## config.mk

```make
export PLATFORM = sky130hd
export DESIGN_NAME = serial_frame_parser_crc8_top
export DESIGN_NICKNAME = d
export VERILOG_FILES = /design/src/design/sfp_pkg.sv /design/src/design/serial_frame_parser_crc8_top.sv /design/src/design/sfp_buf.sv
export SDC_FILE = /design/constraint.sdc
export NUM_CORES = 1
export LEC_CHECK = 0
export ABC_AREA = 1
export BUFFER_PORTS_ARGS = -buffer_cell sky130_fd_sc_hd__buf_2
export CORE_AREA = 2 2 203 205
export DETAILED_ROUTE_END_ITERATION = 6
export DIE_AREA = 0 0 205 207
export MAX_ROUTING_LAYER = met4
export PLACE_DENSITY = 0.76
export SYNTH_ARGS = -nofsm -noshare
export SYNTH_HDL_FRONTEND = slang
export SYNTH_SLANG_ARGS = --single-unit
export TNS_END_PERCENT = 20
```

## constraint.sdc

```tcl
create_clock -name clk -period 5.57 [get_ports clk]
set_input_delay 0 -clock clk [delete_from_list [all_inputs] [get_ports clk]]
set_output_delay 0 -clock clk [all_outputs]
set_load 0.02 [all_outputs]
```

## src/design/sfp_pkg.sv

```systemverilog
package sfp_pkg;

  localparam int unsigned DATA_W = 8;

  // start-of-frame markers
  localparam logic [DATA_W-1:0] START_SYNC  = 8'hC8;
  localparam logic [DATA_W-1:0] START_BCAST = 8'h00;
  localparam logic [DATA_W-1:0] START_EXT   = 8'hEE;

  localparam logic [DATA_W-1:0] CRC_POLY = 8'hD5;

  function automatic logic is_start(input logic [DATA_W-1:0] b);
    return (b == START_SYNC) || (b == START_BCAST) || (b == START_EXT);
  endfunction

  // one byte of CRC-8, MSB first, eight shift steps
  function automatic logic [DATA_W-1:0] crc8_update(input logic [DATA_W-1:0] crc,
                                                    input logic [DATA_W-1:0] b);
    logic [DATA_W-1:0] c;
    c = crc ^ b;
    for (int k = 0; k < 8; k++) begin
      if (c[DATA_W-1]) begin
        c = (c << 1) ^ CRC_POLY;
      end else begin
        c = c << 1;
      end
    end
    return c;
  endfunction

endpackage

```

## src/design/serial_frame_parser_crc8_top.sv

```systemverilog
// Channel  Ports                           Payload
// -------  ------------------------------  ------------------------------------------
// input    in_tvalid/in_tready/in_tdata    data_byte
// output   out_tvalid/out_tready/out_tdata frame_byte, byte_index, frame_length,
//          out_tlast                       crc_good; last on tlast
//
// Receive: one byte accepted per cycle while in_tready is high; one buffer write per frame byte.
// Readout: after the final byte the buffer is read once per cycle unless out_tready
// stalls it; in_tready is low for the whole readout.
// The buffer read register is the output register and holds while out_tready is low.
// Reset (rst_n low, synchronous) returns to hunting for a start byte; no buffer clear.
module serial_frame_parser_crc8_top #(
  parameter int unsigned MAX_FRAME = 64
) (
  input  logic        clk,
  input  logic        rst_n,
  input  logic        in_tvalid,
  output logic        in_tready,
  input  logic [7:0]  in_tdata,   // [7:0] data_byte
  output logic        out_tvalid,
  input  logic        out_tready,
  output logic [23:0] out_tdata,  // [7:0] frame_byte, [13:8] byte_index,
                                  // [20:14] frame_length, [21] crc_good, [23:22] zero
  output logic        out_tlast
);
  import sfp_pkg::*;

  localparam int unsigned AW    = $clog2(MAX_FRAME);
  localparam int unsigned CNT_W = $clog2(MAX_FRAME + 1);

  typedef enum logic [1:0] {
    ST_RX = 2'b01,
    ST_TX = 2'b10
  } state_t;

  state_t            state_r, state_nxt;
  logic [CNT_W-1:0]  held_r, held_nxt;
  logic [CNT_W-1:0]  total_r, total_nxt;
  logic [DATA_W-1:0] crc_r, crc_nxt;
  logic              good_r, good_nxt;
  logic [CNT_W-1:0]  rd_cnt_r, rd_cnt_nxt;
  logic              out_valid_r, out_valid_nxt;
  logic [CNT_W-1:0]  out_idx_r, out_idx_nxt;
  logic              out_last_r, out_last_nxt;

  logic              in_fire;
  logic              we;
  logic [AW-1:0]     waddr;
  logic              re;
  logic [DATA_W-1:0] rdata;
  logic [9:0]        len_sum;
  logic              slot_free;

  assign in_tready = (state_r == ST_RX);
  assign in_fire   = in_tvalid && in_tready;
  assign len_sum   = 10'(in_tdata) + 10'd2;
  assign waddr     = held_r[AW-1:0];
  assign slot_free = !out_valid_r || out_tready;

  always_comb begin
    state_nxt     = state_r;
    held_nxt      = held_r;
    total_nxt     = total_r;
    crc_nxt       = crc_r;
    good_nxt      = good_r;
    rd_cnt_nxt    = rd_cnt_r;
    out_valid_nxt = out_valid_r;
    out_idx_nxt   = out_idx_r;
    out_last_nxt  = out_last_r;
    we            = 1'b0;
    re            = 1'b0;
    case (state_r)
      ST_RX: begin
        if (in_fire) begin
          if (held_r == '0) begin
            if (is_start(in_tdata)) begin
              we       = 1'b1;
              held_nxt = CNT_W'(1);
              crc_nxt  = '0;
            end
          end else if (held_r == CNT_W'(1)) begin
            if (in_tdata < 8'd2 || len_sum > 10'(MAX_FRAME)) begin
              held_nxt  = '0;
              total_nxt = '0;
              crc_nxt   = '0;
            end else begin
              we        = 1'b1;
              held_nxt  = CNT_W'(2);
              total_nxt = CNT_W'(len_sum);
              crc_nxt   = '0;
            end
          end else begin
            we       = 1'b1;
            held_nxt = held_r + CNT_W'(1);
            if (held_r + CNT_W'(1) < total_r) begin
              crc_nxt = crc8_update(crc_r, in_tdata);
            end else begin
              // final byte carries the check value; crc is not advanced over it
              good_nxt   = (crc_r == in_tdata);
              held_nxt   = '0;
              crc_nxt    = '0;
              rd_cnt_nxt = '0;
              state_nxt  = ST_TX;
            end
          end
        end
      end
      ST_TX: begin
        if (slot_free) begin
          if (rd_cnt_r != total_r) begin
            re            = 1'b1;
            out_valid_nxt = 1'b1;
            out_idx_nxt   = rd_cnt_r;
            out_last_nxt  = (rd_cnt_r + CNT_W'(1) == total_r);
            rd_cnt_nxt    = rd_cnt_r + CNT_W'(1);
          end else begin
            out_valid_nxt = 1'b0;
            state_nxt     = ST_RX;
          end
        end
      end
      default: begin
        state_nxt     = ST_RX;
        held_nxt      = '0;
        out_valid_nxt = 1'b0;
      end
    endcase
  end

  always_ff @(posedge clk) begin
    if (!rst_n) begin
      state_r     <= ST_RX;
      held_r      <= '0;
      total_r     <= '0;
      crc_r       <= '0;
      rd_cnt_r    <= '0;
      out_valid_r <= 1'b0;
    end else begin
      state_r     <= state_nxt;
      held_r      <= held_nxt;
      total_r     <= total_nxt;
      crc_r       <= crc_nxt;
      rd_cnt_r    <= rd_cnt_nxt;
      out_valid_r <= out_valid_nxt;
    end
  end

  always_ff @(posedge clk) begin
    good_r     <= good_nxt;
    out_idx_r  <= out_idx_nxt;
    out_last_r <= out_last_nxt;
  end

  sfp_buf #(
    .DEPTH(MAX_FRAME)
  ) u_buf (
    .clk  (clk),
    .we   (we),
    .waddr(waddr),
    .wdata(in_tdata),
    .re   (re),
    .raddr(rd_cnt_r[AW-1:0]),
    .rdata(rdata)
  );

  assign out_tvalid = out_valid_r;
  assign out_tlast  = out_last_r;
  assign out_tdata  = {2'b00, good_r, 7'(32'(total_r)), 6'(32'(out_idx_r)), rdata};

endmodule

```

## src/design/sfp_buf.sv

```systemverilog
module sfp_buf #(
  parameter int unsigned DEPTH = 64,
  localparam int unsigned AW = $clog2(DEPTH)
) (
  input  logic                     clk,
  input  logic                     we,
  input  logic [AW-1:0]            waddr,
  input  logic [sfp_pkg::DATA_W-1:0] wdata,
  input  logic                     re,
  input  logic [AW-1:0]            raddr,
  output logic [sfp_pkg::DATA_W-1:0] rdata
);
  import sfp_pkg::*;

  logic [DATA_W-1:0] mem [DEPTH];
  logic [DATA_W-1:0] rdata_r;

  always_ff @(posedge clk) begin
    if (we) begin
      mem[waddr] <= wdata;
    end
  end

  // read data holds while re is low: it doubles as the output register
  always_ff @(posedge clk) begin
    if (re) begin
      rdata_r <= mem[raddr];
    end
  end

  assign rdata = rdata_r;

endmodule

```

Yosys cells after proc, flatten, opt, wreduce, memory -nomap -nowiden

Memory sizes are Yosys's and may differ from the RTL's. A register that Yosys moved wholly into a read port is not among the register bits.
Index checks and enable logic that the tools add are counted.

Register bits after elaboration: 40
RAM bits: 512
Input bits: 12
Logic and storage cells: 146
Memories: 1

Memories:

| memory    | depth | width | read ports | clocked after memory_dff | write ports | line          | source |
|---|---|---|---|---|---|---|---|
| u_buf.mem | 64    | 8     | 1          | 1                        | 1           | sfp_buf.sv:15 | `logic [DATA_W-1:0] mem [DEPTH];` |

$add $sub $neg: 3
Magnitude comparators: 3
Eq/ne operators: 17
Mux-type cells: 82
Bitwise logic cells: 14
Reduce and logical (&&, ||, !) cells: 17

Operators with widths:

| kind                                                           | number |
|---|---|
| 2-to-1 mux 8 bit                                               | 47 |
| 2-to-1 mux 7 bit                                               | 12 |
| inverter 5 bit                                                 | 8 |
| one-hot mux 7 bit (2 select lines)                             | 2 |
| equality test 8 bit (second input constant)                    | 2 |
| adder 7 x 1 -> 7 bit (second input constant)                   | 2 |
| 2-to-1 mux 2 bit                                               | 7 |
| 2-to-1 mux 1 bit                                               | 12 |
| != test 2 bit (second input constant)                          | 6 |
| adder 8 x 2 -> 9 bit (second input constant)                   | 1 |
| greater-than comparator 9 x 7 -> 1 bit (second input constant) | 1 |
| AND reduction 3 bit                                            | 3 |
| equality test 8 bit                                            | 1 |
| zero test 8 bit                                                | 1 |
| less-than comparator 8 x 2 -> 1 bit (second input constant)    | 1 |
| bitwise XOR 8 bit                                              | 1 |
| equality test 7 x 1 -> 1 bit (second input constant)           | 1 |
| equality test 7 bit                                            | 1 |
| zero test 7 bit                                                | 1 |
| less-than comparator 7 bit                                     | 1 |
| != test 7 bit                                                  | 1 |
| AND reduction 7 bit                                            | 1 |
| AND reduction 6 bit                                            | 1 |
| inverter 1 bit                                                 | 5 |
| 13 further kinds                                               | 17 |

Depth between registers and ports, before layout

Gate-level depths: netlist of the first run.

Depth in word-level cells: 55
Depth in mapped cells: 20

Modules after synthesis

From an unflattened synthesis of the first run, not the netlist that was laid out.

Cell total of the unflattened synthesis: 2,238
Area, all modules: 24,378.4 um2

By module, submodules not included:

| module                       | instances | cells an instance | area an instance (um2) | sequential area each (um2) |
|---|---|---|---|---|
| sfp_buf                      | 1         | 1,806             | 21,425.5               | 15,615.0 |
| serial_frame_parser_crc8_top | 1         | 432               | 2,952.8                | 880.8 |

Worst setup path after synthesis of the first run

OpenSTA, ideal clock, no wires.

Path kind: reg2reg
From: reg held_r[0]
To: reg rd_cnt_r[6]
Data arrival time: 2.389 ns
Slack: 3.051 ns
Stages on the path, launching flop included: 18
Buffers on the path: 1
Cell sequence: dfxtp_1 -> buf_2 -> inv_1 -> nor4_1 -> xor2_1 -> inv_1 -> ha_1 -> nand2_1 -> o21a_1 -> and2_1 -> inv_1 -> nand2_1 -> nand2_1 -> nand2_2 -> inv_2 -> nand2_1 -> xor2_1 -> nor2_1

Longest elaborated chain between the ends: 4

RTL lines:

| item                              | line                                | source |
|---|---|---|
| start, declared                   | serial_frame_parser_crc8_top.sv:37  | `logic [CNT_W-1:0] held_r, held_nxt;` |
| start signal, assigned            | serial_frame_parser_crc8_top.sv:140 | `held_r <= held_nxt;` |
| adder 7 x 1 -> 7 bit              | serial_frame_parser_crc8_top.sv:95  | `if (held_r + CNT_W'(1) < total_r) begin` |
| less-than comparator 7 bit        | serial_frame_parser_crc8_top.sv:95  |  |
| != test 2 bit (no line)           | n/a                                 |  |
| AND reduction 7 bit (no line) (*) | n/a                                 |  |
| end signal, assigned              | serial_frame_parser_crc8_top.sv:143 | `rd_cnt_r <= rd_cnt_nxt;` |
| end, declared                     | serial_frame_parser_crc8_top.sv:41  | `logic [CNT_W-1:0] rd_cnt_r, rd_cnt_nxt;` |

Mark *: on every way between the ends. The rest lies on a longest branch, timed or not.
A chain may end at the register's enable or synchronous reset.

Worst setup path in the final report of the first run

From: reg rd_cnt_r[1]
To: reg u_buf.rdata_r[4] (netlist: u_buf.rdata[4]) (read register of u_buf.mem) (data pin)

Longest elaborated chain between the ends: 4

RTL lines:

| item             | line                                | source |
|---|---|---|
| != test 7 bit    | serial_frame_parser_crc8_top.sv:110 | `if (rd_cnt_r != total_r) begin` |
| 2-to-1 mux 1 bit | serial_frame_parser_crc8_top.sv:110 |  |
| 2-to-1 mux 1 bit | serial_frame_parser_crc8_top.sv:109 | `if (slot_free) begin` |
| 2-to-1 mux 1 bit | serial_frame_parser_crc8_top.sv:72  | `case (state_r)` |
| end, declared    | sfp_buf.sv:16                       | `logic [DATA_W-1:0] rdata_r;` |

Parallel ways exist; a longest one is shown, timed or not.

==> impl_metrics.py, run 1 <==
metrics = {
    "worst_setup_path": {
        "endpoint": "u_buf.rdata[4]$_DFFE_PP_",
        "cp-startpoint": "rd_cnt_r[1]$_SDFFE_PN0P_",
        "worstSetupPathType": "flip-flop to flip-flop",
        "rr_endpoint": "u_buf.rdata[4]$_DFFE_PP_",
        "cp-start-kind": "flip-flop",
        "required_ps": 5890,
        "critical_path.endpoint_type": "flip-flop",
        "r2r_start": "rd_cnt_r[1]$_SDFFE_PN0P_",
        "arrival_ps": 4110,
        "ff2ff_setup_slack_ps": 1780,
        "reg2regPathDepth": 8,
        "crit_fanout": 70,
    },
    "route": {
        "viasPerCell": 6.38,
        "wl_per_cell_um": 23.1,
        "num_vias": 16240,
        "drc": 0,
        "drt_first_pass_iters": 6,
        "drt_wl_total_mm": 58.9,
        "drt_iter0_markers": 2253,
        "ant_nets": 0,
    },
    "clock_tree": {
        "cts_sinks": 560,
        "post_cts_buffers": 0,
        "clock_path_buffers": 3,
        "clkSlewWorstSetupHoldPaths_ps": 60,
        "worstSkewPairLatency_ps": 590,
        "cts_max_level": 2,
        "cts_tree": "yes",
        "cts_buffers": 52,
        "clockRootBuffer": "clkbuf_16",
    },
    "finish": {
        "drive_gt1_share_pct": 9.08,
        "instances_no_fill": 2547,
        "insertedDiodeCount": 0,
        "fillers": 2985,
        "areaGrowthSynthToFinish_pct": 9.44,
        "final_nets": 2003,
        "seq_area_mm2": 0.0165,
        "final_common_cell": "edfxtp_1",
        "multiInputGateArea_mm2": 0.00627,
        "stdcell_area_mm2": 0.0257,
        "final_cell_mix": "edfxtp_1 (528), nor2_1 (416), o21ai_0 (323), o22ai_1 (140), nand2_1 (114)",
    },
    "yosys": {
        "synth_seq_cells": 560,
        "yosys_most_used_dff": "edfxtp_1",
        "ys.warnings.count": 0,
        "syn_area_mm2": 0.0235,
        "synth.distinct_cells": 51,
        "synth_edf_count": 528,
        "avgSynthCellArea_um2": 11.9,
        "async_flop_share_pct": 0,
        "seq_area_frac_synth_pct": 70.1,
        "synth_top_area_cell": "edfxtp_1",
        "synth_top_area_share_pct": 67.4,
        "netlist_top_cells_area": "edfxtp_1 (67%), o21ai_0 (6.9%), nor2_1 (6.7%), o22ai_1 (3.7%), dfxtp_1 (2.7%)",
        "syn_inst": 1975,
    },
    "timing": {
        "setup_viol": 0,
        "whs_ps": 165,
        "min_period_over_period_pct": 68.0,
        "setup-tns-final_ps": 0,
        "hold_viol": 0,
        "layout_min_cycle_time_ps": 3790,
        "max_freq_ghz": 0.264,
        "skew_ps": 16.8,
        "rsz0062_at_grt": "no",
        "relSlewSlack_pct": 22.7,
        "worstMarginPinSlew_ps": 1160,
        "slew_viol_final": 0,
    },
    "power_and_ir_drop": {
        "irDropWorstVdd_uv": 813,
        "intPower_uw": 7190,
        "power_frac_comb_pct": 22.0,
        "seqPwrFrac_pct": 45.6,
        "p_sw_uw": 3170,
        "switching_share_pct": 30.6,
        "cellLeakagePower_uw": 0.00868,
        "power_density_mw_per_mm2": 402,
        "clkPwrFrac_pct": 32.3,
    },
    "global_routing": {
        "grt_busiest_layer": "met2",
        "met2_usage_pct": 43.1,
        "grt_usage_pct": 28.4,
        "met1_usage_pct": 38.5,
        "use_met3_pct": 5.81,
        "grt_pass1_vias": 15543,
        "grt_pass1_wl_mm": 89.3,
        "grt_max_degree": 261,
        "antenna_found_initial": 0,
        "grt_overflow": 0,
    },
    "job": {
        "drv_cap": 0,
    },
    "min_path": {
        "min_path_type": "primary input to flip-flop",
        "worstHoldPathCells": 2,
    },
    "placed_design": {
        "placed_area_mm2": 0.0241,
        "place_inst": 2444,
        "gp_congestion": 0.873,
        "numPortBuffers": 36,
        "dp_hpwl_mm": 33.6,
    },
    "floorplan": {
        "die_h_um": 207,
        "rows": 74,
        "dieArea_mm2": 0.0424,
        "coreArea_mm2": 0.0404,
        "start_util_pct": 58.3,
        "fp.dieW_um": 205,
        "io-pin-count": 39,
    },
    "outcome": {
        "status": "completed",
    },
}
[layer usage]
layer | vias to the layer above | share of wire, %
li1 | 7205 | -
met1 | 7939 | 39
met2 | 941 | 47
met3 | 155 | 10
met4 | 0 | 3.5
met5 | - | 0
[cell families after synthesis]
| kind of cell | after synthesis | share of synthesized area (%) |
|---|---|---|
| DFF | 560 | 70.1 |
| and+or+nand+nor | 640 | 11.8 |
| buffers and inverters | 188 | 3.24 |
| adders and majority gates | 13 | 0.691 |
| xor gates and xnor gates | 26 | 1.09 |
| AOI/OAI and AO/OA | 547 | 13.0 |
| other | 1 | 0.0159 |
[worst min path at each step]
stage / start / to / slack, ps
floorplan: in_tdata[0] / u_buf.mem[0][0]$_DFFE_PP_ / 100
global placement: rst_n / state_r[0]$_SDFFE_PN1P_ / 290
detailed placement: rst_n / state_r[0]$_SDFFE_PN1P_ / 290
CTS: in_tdata[4] / u_buf.mem[42][4]$_DFFE_PP_ / 160
global route: in_tdata[4] / u_buf.mem[14][4]$_DFFE_PP_ / 190
finish: in_tdata[4] / u_buf.mem[0][4]$_DFFE_PP_ / 170
[area by class of cell]
class,count,share of cell area (%)
clock buffers,69,5.38
clock inverters,22,0.676
inverters,67,1.01
multi-input cells,1228,24.4
flip-flops and latches,560,64.1
well taps,532,2.59
repair buffers,69,1.88
[per-stage QoR]
step                      util [%]  total power [uW]  setup slack (ps)
after detailed placement      59.6              7030              1950
after global routing          63.8             10700              1690
after floorplan                  -              6370              3050
after CTS                     63.8             10300              1950
final                         63.8             10400              1780
after global placement        59.6              6990              1990
[synthesized netlist by cell type (all sizes together) (6+ instances only)]
| master | count |
|---|---|
| o22ai | 140 |
| edfxtp | 528 |
| clkbuf | 83 |
| xor2 | 19 |
| inv | 66 |
| buf | 38 |
| nand2 | 140 |
| nand3 | 60 |
| o221ai | 17 |
| nor2 | 417 |
| xnor2 | 6 |
| o21ai | 330 |
| o211ai | 10 |
| a21oi | 32 |
| ha | 13 |
| nor3 | 9 |
| dfxtp | 32 |
[critical path, stage by stage (launching register included)]
cell,delay [ps]
dfxtp_4,850
clkinv_2,940
buf_4,560
o21ai_0,140
o22ai_1,100
o21ai_0,380
o221ai_1,210
o211ai_1,210
nand2_1,90
[sequential cells by signal, summed over array words and instances, names as in the netlist]
name / count
u_buf.mem: 512
good_r: 1
rd_cnt_r: 7
out_tvalid: 1
held_r: 7
total_r: 7
state_r: 2
u_buf.rdata: 8
crc_r: 8
out_tlast: 1
out_idx_r: 6
[timing repair]
action / CTS / global route
hold buffers: 12 / 0
gates resized for setup: 0 / 0
endpoints found under the hold margin: 88 / 0
endpoints found under the setup margin: 0 / 0
[power by group through the flow]
stage | combinational (uW) | clock (uW) | sequential (uW)
after floorplan | 1610 | 0 | 4760
after global placement | 2170 | 0 | 4820
after detailed placement | 2220 | 0 | 4820
after CTS | 2240 | 3360 | 4730
after global routing | 2490 | 3510 | 4730
final | 2280 | 3350 | 4730
Power figures use the tool's default switching activity.
==> run 2: changes to the inputs <==
Clock period 5.57 ns to 3.66 ns, I/O delays scaled along.
==> impl_metrics.py, run 2 (synthesized netlist as in run 1, its figures left out) <==
metrics = {
    "outcome": {
        "status": "finished with violations",
        "violations": "design-rule violations",
    },
    "worst_setup_path": {
        "arrival_ps": 3680,
        "required_ps": 4140,
        "cp-start-kind": "flip-flop",
        "crit_fanout": 10,
        "critical_path.endpoint_type": "flip-flop",
        "worstSetupPathType": "flip-flop to flip-flop",
    },
    "floorplan": {
        "coreArea_mm2": 0.0404,
        "die_h_um": 207,
        "dieArea_mm2": 0.0424,
        "start_util_pct": 58.3,
        "rows": 74,
        "fp.dieW_um": 205,
        "io-pin-count": 39,
    },
    "min_path": {
        "min_path_type": "primary input to flip-flop",
    },
    "power_and_ir_drop": {
        "seqPwrFrac_pct": 44.4,
        "p_sw_uw": 4980,
        "intPower_uw": 11100,
        "power_uw": 16100,
        "irDropWorstVdd_uv": 458,
        "cellLeakagePower_uw": 0.00916,
        "clkPwrFrac_pct": 33.0,
        "power_frac_comb_pct": 22.7,
        "power_density_mw_per_mm2": 609,
        "switching_share_pct": 30.9,
    },
    "clock_tree": {
        "cts_sinks": 560,
        "post_cts_buffers": 0,
        "cts_max_level": 2,
        "worstSkewPairLatency_ps": 620,
        "cts_tree": "yes",
        "cts_buffers": 53,
        "clkSlewWorstSetupHoldPaths_ps": 60,
        "clock_path_buffers": 3,
        "clockRootBuffer": "clkbuf_16",
    },
    "route": {
        "viasPerCell": 6.27,
        "wl_per_cell_um": 22.8,
        "num_vias": 16476,
        "ant_nets": 0,
        "drc": 3,
        "drt_wl_total_mm": 59.8,
        "drt_iter0_markers": 2116,
        "drt_first_pass_iters": 7,
    },
    "global_routing": {
        "grt_max_degree": 143,
        "use_met3_pct": 4.99,
        "antenna_found_initial": 0,
        "met1_usage_pct": 39.3,
        "met2_usage_pct": 45.0,
        "grt_usage_pct": 29.2,
        "grt_busiest_layer": "met2",
        "grt_pass1_wl_mm": 91.4,
        "grt_pass1_vias": 16051,
        "grt_overflow": 0,
    },
    "finish": {
        "regMostFlops": "u_buf.mem",
        "largest_register_ffs": 512,
        "insertedDiodeCount": 0,
        "final_cell_mix": "edfxtp_1 (528), nor2_1 (416), o21ai_0 (323), o22ai_1 (140), nand2_1 (114)",
        "final_nets": 2078,
        "drive_gt1_share_pct": 12.7,
        "final_common_cell": "edfxtp_1",
        "areaGrowthSynthToFinish_pct": 12.5,
        "fillers": 2943,
    },
    "placed_design": {
        "numPortBuffers": 36,
        "dp_hpwl_mm": 35.1,
        "gp_congestion": 0.921,
    },
    "timing": {
        "setup_viol": 0,
        "max_freq_ghz": 0.313,
        "min_period_over_period_pct": 87.4,
        "relSlewSlack_pct": 42.9,
        "hold_viol": 0,
        "worstMarginPinSlew_ps": 857,
        "layout_min_cycle_time_ps": 3200,
        "rsz0062_at_grt": "no",
        "setup-tns-final_ps": 0,
        "slew_viol_final": 0,
        "skew_ps": 25.5,
    },
    "job": {
        "drv_cap": 0,
    },
}
run 2: cell count changes in the layout (fill, tap and decap cells not counted), sizes merged:
| cell | previous run | this run |
|---|---|---|
| clkinvlp | 0 | 2 |
| dlygate4sd3 | 12 | 15 |
| inv | 67 | 66 |
| buf | 57 | 128 |
| bufinv | 3 | 4 |
| clkinv | 19 | 22 |
| clkbuf | 69 | 71 |
run 2: worst paths after layout:
path	endpoint	slack, ps	start	cells past startpoint
max	state_r[0]$_SDFFE_PN1P_	460	held_r[0]$_SDFFE_PN0P_	12
max reg2reg	state_r[0]$_SDFFE_PN1P_	460	held_r[0]$_SDFFE_PN0P_	12
min	total_r[5]$_SDFFE_PN0P_	310	rst_n	4
min reg2reg	crc_r[1]$_SDFFE_PN0P_	490	crc_r[1]$_SDFFE_PN0P_	2
run 2: metal layers:
layer | vias to the layer above | wire, um | share of wire (%)
li1 | 7361 | - | -
met1 | 8001 | 23100 | 39
met2 | 969 | 28500 | 48
met3 | 145 | 6160 | 10
met4 | 0 | 2070 | 3.5
met5 | - | 0 | 0
run 2: power groups by stage:
stage	clock [uW]	combinational, uW	sequential, uW
final	5310	3660	7150
after global routing	5590	3970	7150
after CTS	5350	3600	7150
after detailed placement	0	3560	7280
after global placement	0	3460	7280
after floorplan	0	2450	7250
run 2: timing repair:
item / in CTS / in global routing
hold buffers: 15 / 0
resized for setup: 0 / 0
hold endpoints to repair: 55 / 0
run 2: final cells by class:
cell class / instances / area [um2] / area share (%)
repair buffers: 143 / 1100 / 4.14
flip-flops and latches: 560 / 16500 / 62.4
well taps: 532 / 666 / 2.52
clock inverters: 27 / 254 / 0.960
inverters: 67 / 260 / 0.983
multi-input cells: 1228 / 6270 / 23.7
clock buffers: 71 / 1410 / 5.34
run 2: metrics by stage:
stage / hold slack (ps) / worst slack [ps] / instances / instance area (um2) / utilization [%]
finish: 308 / 461 / 2628 / 26500 / 65.6
floorplan: 98.9 / 1140 / 1976 / 23500 / -
detailed placement: 309 / 826 / 2515 / 24600 / 61.1
global route: 302 / 178 / 2628 / 26500 / 65.6
global placement: 296 / 871 / 2515 / 24600 / 61.1
CTS: 278 / 470 / 2628 / 26500 / 65.6
run 2: critical path: stages (launching register included):
cell           delay (ps)
dfxtp_1               540
inv_1                 200
nor4_1                370
xor2_1                190
inv_1                  70
ha_1                  270
nand2_1                60
o21a_1                170
and2_1                190
nor2_1                240
nand3b_1              160
nand2_1                50
dlygate4sd3_1         570
==> run 3: changes to the inputs <==
Settings changed: CORE_AREA 2 2 203 205 to 2 2 207 209, DIE_AREA 0 0 205 207 to 0 0 209 211, SYNTH_HIERARCHICAL from default to 1.
==> impl_metrics.py, run 3 <==
metrics = {
    "outcome": {
        "status": "completed",
    },
    "yosys": {
        "ys.warnings.count": 6,
        "synth.distinct_cells": 41,
        "yosysMostFrequentCell": "nand2_1",
        "syn_inst": 2238,
        "netlist_top_cells_area": "edfxtp_1 (65%), nand2_1 (12%), nand3_1 (9.9%), dfxtp_1 (2.6%), buf_6 (1.6%)",
        "avgSynthCellArea_um2": 10.9,
        "synth_seq_cells": 560,
        "synth_edf_count": 528,
        "yosys_most_used_dff": "edfxtp_1",
        "synth_top_area_cell": "edfxtp_1",
        "synth_common_cells": "nand2_1 (753), edfxtp_1 (528), nand3_1 (481)",
        "seq_area_frac_synth_pct": 67.7,
        "async_flop_share_pct": 0,
        "syn_area_mm2": 0.0244,
        "synth_top_area_share_pct": 65.0,
    },
    "timing": {
        "min_period_over_period_pct": 90.6,
        "setup-tns-final_ps": 0,
        "layout_min_cycle_time_ps": 3320,
        "worstMarginPinSlew_ps": 1290,
        "rsz0062_at_grt": "no",
        "skew_ps": 20.7,
        "hold_viol": 0,
        "relSlewSlack_pct": 13.8,
        "max_freq_ghz": 0.302,
        "setup_viol": 0,
        "setup_ws_ps": 345,
        "slew_viol_final": 0,
    },
    "worst_setup_path": {
        "cp-start-kind": "flip-flop",
        "crit_fanout": 13,
        "reg2regPathDepth": 19,
        "rr_endpoint": "state_r[0]$_SDFFE_PN1P_",
        "endpoint": "state_r[0]$_SDFFE_PN1P_",
        "cp-startpoint": "held_r[1]$_SDFFE_PN0P_",
        "arrival_ps": 3780,
        "ff2ff_setup_slack_ps": 340,
        "worstSetupPathType": "flip-flop to flip-flop",
        "path_cells": "ha_1, nand3_1, nor2_1, nand2_1, xor2_1, inv_1, ha_1, nand2_1, inv_1, nand4_1, o211ai_1, nand2_1, nand2_1, nand2_2, nor2_1, inv_1, nand3_1, nand2_1, dlygate4sd3_1",
        "critical_path.endpoint_type": "flip-flop",
        "crit_top_cell": "nand2_1",
        "slowest_delay_ps": 570,
        "required_ps": 4130,
        "crit_slowest_cell": "dfxtp_1",
        "r2r_start": "held_r[1]$_SDFFE_PN0P_",
    },
    "global_routing": {
        "antenna_found_initial": 1,
        "grt_max_degree": 121,
        "grt_overflow": 0,
        "grt_pass1_wl_mm": 91.6,
        "grt_pass1_vias": 16431,
        "grt_usage_pct": 28.1,
    },
    "placed_design": {
        "place_inst": 2748,
        "pre_cts_slack_ps": 456,
        "gp_congestion": 0.938,
        "numPortBuffers": 36,
        "dp_hpwl_mm": 35.0,
    },
    "finish": {
        "regMostFlops": "u_buf/mem",
        "instances_no_fill": 2853,
        "final_common_cell": "nand2_1",
        "largest_register_ffs": 512,
        "final_cell_mix": "nand2_1 (753), edfxtp_1 (528), nand3_1 (481), nor2_1 (87), inv_1 (67)",
        "drive_gt1_share_pct": 8.82,
        "areaGrowthSynthToFinish_pct": 9.21,
        "final_nets": 2303,
    },
    "job": {
        "drv_cap": 0,
    },
    "clock_tree": {
        "ctsResizeCount": 0,
        "worstSkewPairLatency_ps": 600,
        "cts_tree": "yes",
        "clock_path_buffers": 3,
        "clkSlewWorstSetupHoldPaths_ps": 60,
        "clockRootBuffer": "clkbuf_16",
        "cts_sinks": 560,
        "cts_max_level": 2,
        "cts_buffers": 54,
    },
    "power_and_ir_drop": {
        "power_density_mw_per_mm2": 618,
        "irDropWorstVdd_uv": 337,
        "cellLeakagePower_uw": 0.00981,
    },
    "route": {
        "num_vias": 17056,
        "ant_nets": 0,
        "drt_first_pass_iters": 5,
        "viasPerCell": 5.98,
        "drc": 0,
        "wl_per_cell_um": 20.7,
        "drt_wl_total_mm": 59.1,
        "drt_iter0_markers": 1965,
    },
    "floorplan": {
        "die_h_um": 211,
        "fp.dieW_um": 209,
        "start_util_pct": 58.4,
        "rows": 75,
        "io-pin-count": 39,
        "coreArea_mm2": 0.0418,
        "dieArea_mm2": 0.0441,
    },
    "min_path": {
        "worstHoldPathCells": 8,
        "min_path_type": "primary input to flip-flop",
    },
}
-- run 3: changes by cell type after synthesis, moves of 35 or more --
cell      delta
buf_6       +35
clkbuf_1    -68
nand2_1    +639
nand3_1    +437
nor2_1     -329
o21ai_0    -310
o22ai_1    -138
-- run 3: per-layer routing --
metal  GRT usage (%)  wire [um]
met5               -          0
met4            11.9       2390
met3            4.91       5760
met2            43.8      27600
met1            36.8      23400
-- run 3: how the worst min path moves through the flow --
| stage | from | to |
|---|---|---|
| global route | in_tdata[0] | held_r[1]$_SDFFE_PN0P_ |
| global placement | rst_n | state_r[0]$_SDFFE_PN1P_ |
| CTS | in_tdata[0] | held_r[1]$_SDFFE_PN0P_ |
| detailed placement | rst_n | state_r[0]$_SDFFE_PN1P_ |
| finish | in_tdata[0] | held_r[1]$_SDFFE_PN0P_ |
| floorplan | in_tdata[0] | u_buf/mem[0][0]$_DFFE_PP_ |
-- run 3: worst max-delay path: cells and delay by family, from the launching register on --
kind                       cells  cell delay, ps
xor gates and xnor gates       1             150
and+or+nand+nor               11            1020
AOI/OAI and AO/OA              1             120
adders and majority gates      2             570
buffers and inverters          4             780
DFF                            1             570
-- run 3: cell families (layout without fill, tap and decap cells) --
kind of cell	count (synthesis)	in the layout	synth area share, %
and+or+nand+nor	1387	1387	24.7
other	1	3	0.0154
xor gates and xnor gates	25	25	0.898
buffers and inverters	198	272	4.75
AOI/OAI and AO/OA	54	54	1.26
DFF	560	560	67.7
adders and majority gates	13	13	0.667
-- run 3: final cells by class --
class	instances	area (um2)
antenna	1	2.50
clock buffer	71	1480
clock inverter	20	125
fill	3142	15100
inverter	77	299
multi-input combinational	1481	6730
sequential	560	16500
tap	539	674
timing repair buffer	104	811
-- run 3: timing repair --
action                                 CTS  global route
endpoints found under the hold margin   27             0
setup buffers                            0             0
hold buffers                            13             0
-- run 3: per-stage QoR --
| stage | power (uW) | area (um2) | hold slack [ps] | util (%) |
|---|---|---|---|---|
| after floorplan | 10400 | 24400 | 98.9 | - |
| after global placement | 11300 | 24900 | 282 | 59.6 |
| after detailed placement | 11300 | 24900 | 296 | 59.6 |
| after CTS | 16400 | 26600 | 103 | 63.8 |
| after global routing | 17200 | 26600 | 172 | 63.8 |
| final | 16400 | 26600 | 129 | 63.8 |
-- run 3: report_power, final --
group / total, uW / switching [uW] / internal (uW) / leakage [uW]
clock network: 5120 / 2240 / 2880 / 0.000793
registers: 7200 / 100 / 7100 / 0.00501
logic: 4120 / 2930 / 1190 / 0.00401
total: 16400 / 5280 / 11200 / 0.00981
